## src/hw/rtl/vnth_pkg.sv

```systemverilog
// vnth_pkg: shared constants, types and table builders for the value noise
// terrain height pipeline. Used by vnth_lattice, vnth_hash, vnth_octave and the top.
// No dependencies.
package vnth_pkg;

  // block configuration
  localparam int CHUNK_SIZE     = 16;
  localparam int OCTAVE_LIMIT   = 8;
  localparam int FRAC_BITS      = 16;
  localparam int COS_TABLE_BITS = 8;

  localparam int OCT_N     = OCTAVE_LIMIT - 1;
  localparam int ZOOM_DEN  = 380;
  localparam int ROM_SIZE  = 1 << COS_TABLE_BITS;
  localparam int ONE_Q     = 1 << FRAC_BITS;

  // field widths
  localparam int LOCAL_W  = 4;
  localparam int TILE_W   = 16;
  localparam int SEED_W   = 32;
  localparam int WATER_W  = 8;
  localparam int HEIGHT_W = 10;
  localparam int HEIGHT_MAX = 1023;

  // configuration port
  localparam int CFG_IDX_W  = 1;
  localparam int CFG_DATA_W = 32;
  localparam logic [CFG_IDX_W-1:0] REG_SEED  = 1'd0;
  localparam logic [CFG_IDX_W-1:0] REG_WATER = 1'd1;

  // world coordinate and lattice widths
  localparam int WU_W = $clog2(32767 * CHUNK_SIZE + 16);
  localparam int WX_W = WU_W + 1;
  localparam int QW   = WU_W - 8;
  localparam int RW   = 9;
  localparam int IX_W = QW + OCT_N - 1;

  // exact reciprocal of the zoom denominator for the world coordinate
  localparam int SH0  = WU_W + RW;
  localparam int M0_W = WU_W + 1;
  localparam int P0_W = WU_W + M0_W;
  localparam longint M0 = ((longint'(1) <<< SH0) + longint'(ZOOM_DEN - 1)) /
                          longint'(ZOOM_DEN);

  // exact reciprocal for the fraction (remainder scaled by 2^FRAC_BITS)
  localparam int SHF  = FRAC_BITS + 2 * RW;
  localparam int MF_W = FRAC_BITS + 10;
  localparam int PF_W = RW + FRAC_BITS + MF_W;
  localparam longint MF = ((longint'(1) <<< SHF) + longint'(ZOOM_DEN - 1)) /
                          longint'(ZOOM_DEN);

  // noise value and accumulation widths
  localparam int VAL_W  = FRAC_BITS + 2;
  localparam int TERM_W = FRAC_BITS + 2;
  localparam int TOT_W  = FRAC_BITS + 3 + $clog2(OCTAVE_LIMIT);
  localparam int NP     = (OCT_N + 1) / 2;

  // lattice hash constants
  localparam int HASH_SHIFT = 13;
  localparam logic [31:0] ROW_STRIDE = 32'd57;
  localparam logic [31:0] HASH_MUL   = 32'd60493;
  localparam logic [31:0] HASH_ADD1  = 32'd19990303;
  localparam logic [31:0] HASH_ADD2  = 32'd1376312589;
  localparam logic [31:0] CORNER_OFS [4] = '{32'd0, 32'd1, 32'd57, 32'd58};

  localparam longint PI_Q30 = 64'd3373259426;

  typedef logic [FRAC_BITS:0]   cos_w_t;
  typedef cos_w_t               cos_rom_t [ROM_SIZE];
  typedef logic [FRAC_BITS-1:0] frac_t;
  typedef logic signed [VAL_W-1:0] val_t;

  // sin^2 table by Q30 Taylor series, rounded half up to the fraction format
  function automatic cos_rom_t build_cos_rom();
    cos_rom_t rom;
    longint th;
    longint term;
    longint s;
    longint s2;
    for (int k = 0; k < ROM_SIZE; k++) begin
      th   = (PI_Q30 * longint'(k)) >>> (COS_TABLE_BITS + 1);
      term = th;
      s    = th;
      for (int n = 1; n <= 8; n++) begin
        term = (((term * th) >>> 30) * th) >>> 30;
        // series denominator (2n)(2n+1)
        case (n)
          1: term = term / 6;
          2: term = term / 20;
          3: term = term / 42;
          4: term = term / 72;
          5: term = term / 110;
          6: term = term / 156;
          7: term = term / 210;
          default: term = term / 272;
        endcase
        if ((n & 1) == 1) s = s - term;
        else s = s + term;
      end
      if (s < 0) s = 0;
      s2 = (s * s) >>> 30;
      rom[k] = cos_w_t'((s2 + (longint'(1) <<< (29 - FRAC_BITS))) >>> (30 - FRAC_BITS));
    end
    return rom;
  endfunction

  localparam cos_rom_t COS_ROM = build_cos_rom();

  // octave weight: 0.48 per octave, rounded half up
  function automatic cos_w_t amp_of(input int oct);
    longint v;
    v = longint'(ONE_Q);
    for (int i = 0; i < oct; i++) v = (v * 24 + 25) / 50;
    return cos_w_t'(v);
  endfunction

  // a + floor((b - a) * f / 2^FRAC_BITS)
  function automatic val_t blend(input val_t a, input val_t b, input cos_w_t f);
    logic signed [VAL_W:0] diff;
    logic signed [VAL_W+FRAC_BITS+2:0] prod;
    diff = (VAL_W+1)'(b) - (VAL_W+1)'(a);
    prod = (VAL_W+FRAC_BITS+3)'(diff) * $signed({1'b0, f});
    return VAL_W'(a + VAL_W'(prod >>> FRAC_BITS));
  endfunction

endpackage

```

## src/hw/rtl/vnth_lattice.sv

```systemverilog
// vnth_lattice: five-stage front end; world coordinate, lattice cell and
// fraction per octave, and the seeded base corner index. Depends on vnth_pkg.
module vnth_lattice (
  input  logic                                clk,
  input  logic                                en,
  input  logic [vnth_pkg::LOCAL_W-1:0]        local_x,
  input  logic [vnth_pkg::LOCAL_W-1:0]        local_z,
  input  logic signed [vnth_pkg::TILE_W-1:0]  tile_x,
  input  logic signed [vnth_pkg::TILE_W-1:0]  tile_z,
  input  logic [vnth_pkg::SEED_W-1:0]         seed,
  output logic [31:0]                         n0     [vnth_pkg::OCT_N],
  output vnth_pkg::frac_t                     frac_x [vnth_pkg::OCT_N],
  output vnth_pkg::frac_t                     frac_z [vnth_pkg::OCT_N],
  output logic                                neg
);
  import vnth_pkg::*;

  logic signed [WX_W-1:0] world [2];
  logic [WU_W-1:0] wu1_r [2];
  logic [WU_W-1:0] wu2_r [2];
  logic [QW-1:0]   q2_r  [2];
  logic [QW-1:0]   q3_r  [2];
  logic [RW-1:0]   rem3_r [2];
  logic [31:0]     ix4_r [2][OCT_N];
  logic [RW-1:0]   rr4_r [2][OCT_N];
  logic [31:0]     ix_nxt [2][OCT_N];
  logic [RW-1:0]   rr_nxt [2][OCT_N];
  logic [31:0]     n0_r [OCT_N];
  frac_t           frac_r [2][OCT_N];
  logic [4:0]      neg_r;
  logic [P0_W-1:0] prod0 [2];
  logic [WU_W-1:0] rem_full [2];
  logic [PF_W-1:0] prodf [2][OCT_N];
  logic [RW:0]     dbl;
  logic [IX_W-1:0] acc;
  logic [RW-1:0]   r;

  // world coordinate = local + tile * CHUNK_SIZE
  assign world[0] = WX_W'(tile_x) * $signed(WX_W'(CHUNK_SIZE)) + $signed(WX_W'(local_x));
  assign world[1] = WX_W'(tile_z) * $signed(WX_W'(CHUNK_SIZE)) + $signed(WX_W'(local_z));

  // quotient and remainder of the world coordinate by the zoom denominator
  always_comb begin
    for (int ax = 0; ax < 2; ax++) begin
      prod0[ax]    = P0_W'(wu1_r[ax]) * P0_W'(M0);
      rem_full[ax] = wu2_r[ax] - WU_W'(q2_r[ax]) * WU_W'(ZOOM_DEN);
    end
  end

  // doubling per octave: one quotient bit and a new remainder each step
  always_comb begin
    for (int ax = 0; ax < 2; ax++) begin
      r   = rem3_r[ax];
      acc = IX_W'(q3_r[ax]);
      dbl = '0;
      ix_nxt[ax][0] = 32'(acc);
      rr_nxt[ax][0] = r;
      for (int a = 1; a < OCT_N; a++) begin
        dbl = {r, 1'b0};
        if (dbl >= (RW+1)'(ZOOM_DEN)) begin
          dbl = dbl - (RW+1)'(ZOOM_DEN);
          acc = {acc[IX_W-2:0], 1'b1};
        end else begin
          acc = {acc[IX_W-2:0], 1'b0};
        end
        r = RW'(dbl);
        ix_nxt[ax][a] = 32'(acc);
        rr_nxt[ax][a] = r;
      end
    end
  end

  // fraction by reciprocal multiply
  always_comb begin
    for (int ax = 0; ax < 2; ax++) begin
      for (int a = 0; a < OCT_N; a++) begin
        prodf[ax][a] = PF_W'({rr4_r[ax][a], {FRAC_BITS{1'b0}}}) * PF_W'(MF);
      end
    end
  end

  always_ff @(posedge clk) begin
    if (en) begin
      for (int ax = 0; ax < 2; ax++) begin
        wu1_r[ax]  <= world[ax][WU_W-1:0];
        wu2_r[ax]  <= wu1_r[ax];
        q2_r[ax]   <= QW'(prod0[ax] >> SH0);
        q3_r[ax]   <= q2_r[ax];
        rem3_r[ax] <= RW'(rem_full[ax]);
        for (int a = 0; a < OCT_N; a++) begin
          ix4_r[ax][a]  <= ix_nxt[ax][a];
          rr4_r[ax][a]  <= rr_nxt[ax][a];
          frac_r[ax][a] <= FRAC_BITS'(prodf[ax][a] >> SHF);
        end
      end
      for (int a = 0; a < OCT_N; a++) begin
        n0_r[a] <= ix4_r[0][a] + ix4_r[1][a] * ROW_STRIDE + seed;
      end
      neg_r <= {neg_r[3:0], world[0][WX_W-1] | world[1][WX_W-1]};
    end
  end

  assign n0     = n0_r;
  assign frac_x = frac_r[0];
  assign frac_z = frac_r[1];
  assign neg    = neg_r[4];

endmodule

```

## config.mk

```make
export PLATFORM = sky130hd
export DESIGN_NAME = vnth_lattice
export DESIGN_NICKNAME = d
export VERILOG_FILES = /design/src/hw/rtl/vnth_pkg.sv /design/src/hw/rtl/vnth_lattice.sv
export SDC_FILE = /design/constraint.sdc
export NUM_CORES = 2
export LEC_CHECK = 0
export BUFFER_PORTS_ARGS = -buffer_cell sky130_fd_sc_hd__clkbuf_2
export CORE_ASPECT_RATIO = 1.25
export CORE_MARGIN = 4
export CORE_UTILIZATION = 39
export CTS_CLUSTER_DIAMETER = 80
export CTS_CLUSTER_SIZE = 20
export DETAILED_ROUTE_END_ITERATION = 16
export GPL_TIMING_DRIVEN = 0
export HOLD_SLACK_MARGIN = 0.15
export SKIP_CTS_REPAIR_TIMING = 1
export SLEW_MARGIN = 30
export SYNTH_ARGS = -nofsm -noshare
export SYNTH_HDL_FRONTEND = slang
export SYNTH_SLANG_ARGS = --single-unit
```

## constraint.sdc

```tcl
create_clock -name clk -period 10.4 [get_ports clk]
set_input_delay 1.04 -clock clk [delete_from_list [all_inputs] [get_ports clk]]
set_output_delay 1.04 -clock clk [all_outputs]
set_load 0.02 [all_outputs]
```

==> impl_metrics.json <==
{
  "start_util_pct": 39.34,
  "worst_slew_pin_slew_ps": 1003,
  "finish.utilization_pct": 43.38,
  "grt_use_total_pct": 19.07,
  "drv_cap": 0,
  "first_pass_iters": 6,
  "cts_sinks": 669,
  "cts_tree": "built",
  "fp.dieArea_sq_um": 229200,
  "path_clk_slew_ps": 80,
  "rows": 192,
  "synth_async_sr_flop_share_pct": 0,
  "area_growth_pct": 10.26,
  "setup_viol": 0,
  "grt_pass1_vias": 61144,
  "layout-drive-gt1-share_pct": 8.796,
  "ant_nets": 0,
  "cp_max_fo": 7,
  "synth.avg_cell_area_sq_um": 11.08,
  "cp.arrival_ps": 7400,
  "synth-seq-cells": 669,
  "drt_iter0_markers": 2505,
  "yosysSeqAreaShare_pct": 23.25,
  "fmax_mhz": 144.6,
  "skew_ps": 54.73,
  "maxSlewViolCount": 0,
  "fill_cells": 20765,
  "critPathRequiredTime_ps": 10880,
  "yosysWarningCount": 0,
  "coreArea_sq_um": 219600,
  "synth_area_sq_um": 86390,
  "routed_wl_mm": 216.9,
  "clk_path_buf_depth": 3,
  "whs_ps": 424.4,
  "regArea_sq_um": 20090,
  "synth_nets": 10790,
  "place_congestion": 0.9003,
  "period_minus_slack_ps": 6917,
  "finalNetCount": 11400,
  "maxSlewHeadroom_pct": 32.75,
  "ios": 523,
  "fin_crit_sh_pct": 66.51,
  "via_count": 56437,
  "path_class": "flop to flop",
  "port_buffers": 518,
  "numCtsBuffers": 57,
  "ys.flop_type": "edfxtp_1",
  "grt_pass1_wl_mm": 343.2,
  "worst_hold_path_type": "flop to flop",
  "clock_latency_ps": 740,
  "die_h_microns": 534.2,
  "antenna_found_initial": 22,
  "drcViolationCount": 0,
  "dp_hpwl_mm": 186.8,
  "cp-start-kind": "flop",
  "status": "completed",
  "finalHoldViolCount": 0,
  "finalSetupTns_ps": 0,
  "viasPerCell": 4.965,
  "clock-root-buffer": "clkbuf_16",
  "htree_levels": 2,
  "synth_cell_types": 103,
  "grt_max_degree": 90,
  "synth_edf_count": 669,
  "rsz0062_at_grt": "false",
  "multi_input_area_sq_um": 59220,
  "overflow": 0,
  "die_w_microns": 429.0,
  "wire_per_inst_microns": 19.08,
  "endpoint_kind": "flop",
  "syn_inst": 7797
}
-- cell usage after synthesis, types with 9 or more instances --
cell type     n  area share (%)
o221ai_1      9           0.091
xnor2_1     305             3.1
nand3_1      86            0.50
a31o_2       16            0.16
and2_1       21            0.15
ha_1       1866              27
a41o_1       10            0.12
nand4_1      26            0.19
fa_1       1053              24
a31oi_1      33            0.24
clkbuf_1     14           0.061
o21a_1       88            0.76
nor2b_1      51            0.37
nand2b_1     46            0.33
o31a_1       13            0.13
o211ai_1     24            0.21
or3_1        30            0.22
a21oi_1     259             1.5
xor2_1      128             1.3
nor2_1      315             1.4
a211oi_1     49            0.43
o21bai_1     20            0.17
a21boi_0     12            0.10
or2_2        24            0.17
nor3_1      101            0.59
a211o_1       9           0.091
o21ai_0     154            0.89
o21ai_1      15           0.087
nand2_1     141            0.61
and3_1       46            0.33
edfxtp_1    669              23
inv_1      1860             8.1
a21o_1       99            0.86
o2111ai_1    14            0.14
-- cell usage in the layout (no fill, tap or decap), types with 49 or more instances in the layout --
| master | instances |
|---|---|
| nor2b_1 | 51 |
| o21a_1 | 88 |
| edfxtp_1 | 669 |
| a211oi_1 | 49 |
| o21ai_0 | 154 |
| xnor2_1 | 302 |
| inv_1 | 1859 |
| clkbuf_2 | 517 |
| nor3_1 | 101 |
| ha_1 | 1866 |
| xor2_1 | 128 |
| a21o_1 | 99 |
| clkbuf_16 | 58 |
| nor2_1 | 315 |
| nand2_1 | 141 |
| fa_1 | 1053 |
| nand3_1 | 86 |
| a21oi_1 | 259 |
-- final timing paths --
| check | slack (ps) | cells after the start | to | startpoint |
|---|---|---|---|---|
| hold reg to reg | 420 | 0 | rem3_r[0][1]$_DFFE_PP_ | wu2_r[0][1]$_DFFE_PP_ |
| setup / recovery | 3480 | 21 | q2_r[0][10]$_DFFE_PP_ | wu1_r[0][5]$_DFFE_PP_ |
| setup reg to reg | 3480 | 21 | q2_r[0][10]$_DFFE_PP_ | wu1_r[0][5]$_DFFE_PP_ |
| hold / removal | 420 | 0 | rem3_r[0][1]$_DFFE_PP_ | wu2_r[0][1]$_DFFE_PP_ |
-- metrics by stage --
step / std cells / setup WS [ps] / cell area [sq um]
2_1_floorplan: 7797 / 4203 / 86390
3_3_place_gp: 11225 / -3748 / 92620
3_5_place_dp: 11256 / 3412 / 93220
4_1_cts: 11355 / 3396 / 95200
5_1_grt: 11362 / 3240 / 95240
6_report: 11367 / 3483 / 95260
-- layout make-up --
type	count	area share (%)
Buffer	27	0.1156
Tap cell	2910	3.822
Clock inverter	38	0.5464
Antenna cell	10	0.02627
Sequential cell	669	21.09
Multi-Input combinational cell	5232	62.17
Timing Repair Buffer	551	3.323
Clock buffer	61	1.535
Inverter	1869	7.370
-- sequential cells by signal, indices dropped and copies added, names as in the netlist --
name and flops:
frac_r 224, n0 224, rr4_r 64, wu1_r 38, ix4_r 34, q2_r 22, q3_r 22, rem3_r 18
wu2_r 18, neg_r 5
-- worst max-delay path, cell delays in order, from the launching register on --
cell and delay (ps):
edfxtp_1 640, inv_1 220, fa_1 520, fa_1 520, inv_1 50, ha_1 180, fa_1 470, inv_1 60
fa_1 490, fa_1 500, inv_1 40, ha_1 190, or4_1 530, a21oi_1 120, o21ai_1 110, a221o_1 420
a221o_1 390, a41o_1 290, or4_4 430, a41o_1 260, a21oi_2 160, xnor2_1 70
-- cells by family (layout without fill, tap and decap cells) --
kind of cell             after synthesis  in the layout  synth area share (%)
AO/OA/AOI/OAI                        936            936                 7.240
XOR/XNOR                             435            435                 4.428
adder cells (fa/ha/maj)             2919           2919                 51.43
buffers and inverters               1896           2546                 8.254
flip-flops                           669            669                 23.25
multiplexers                          10             10                0.1217
other                                  0             10                     0
AND/OR/NAND/NOR                      932            932                 5.275
-- layer usage --
| layer | GRT usage, % | share of wire [%] |
|---|---|---|
| met1 | 24.11 | 43 |
| met2 | 33.45 | 49 |
| met3 | 2.269 | 3.6 |
| met4 | 7.088 | 4.2 |
| met5 | 0 | 0.015 |
Power is not shown: default switching activity piles up to over one toggle a cycle in this logic, so the estimate is an artifact.
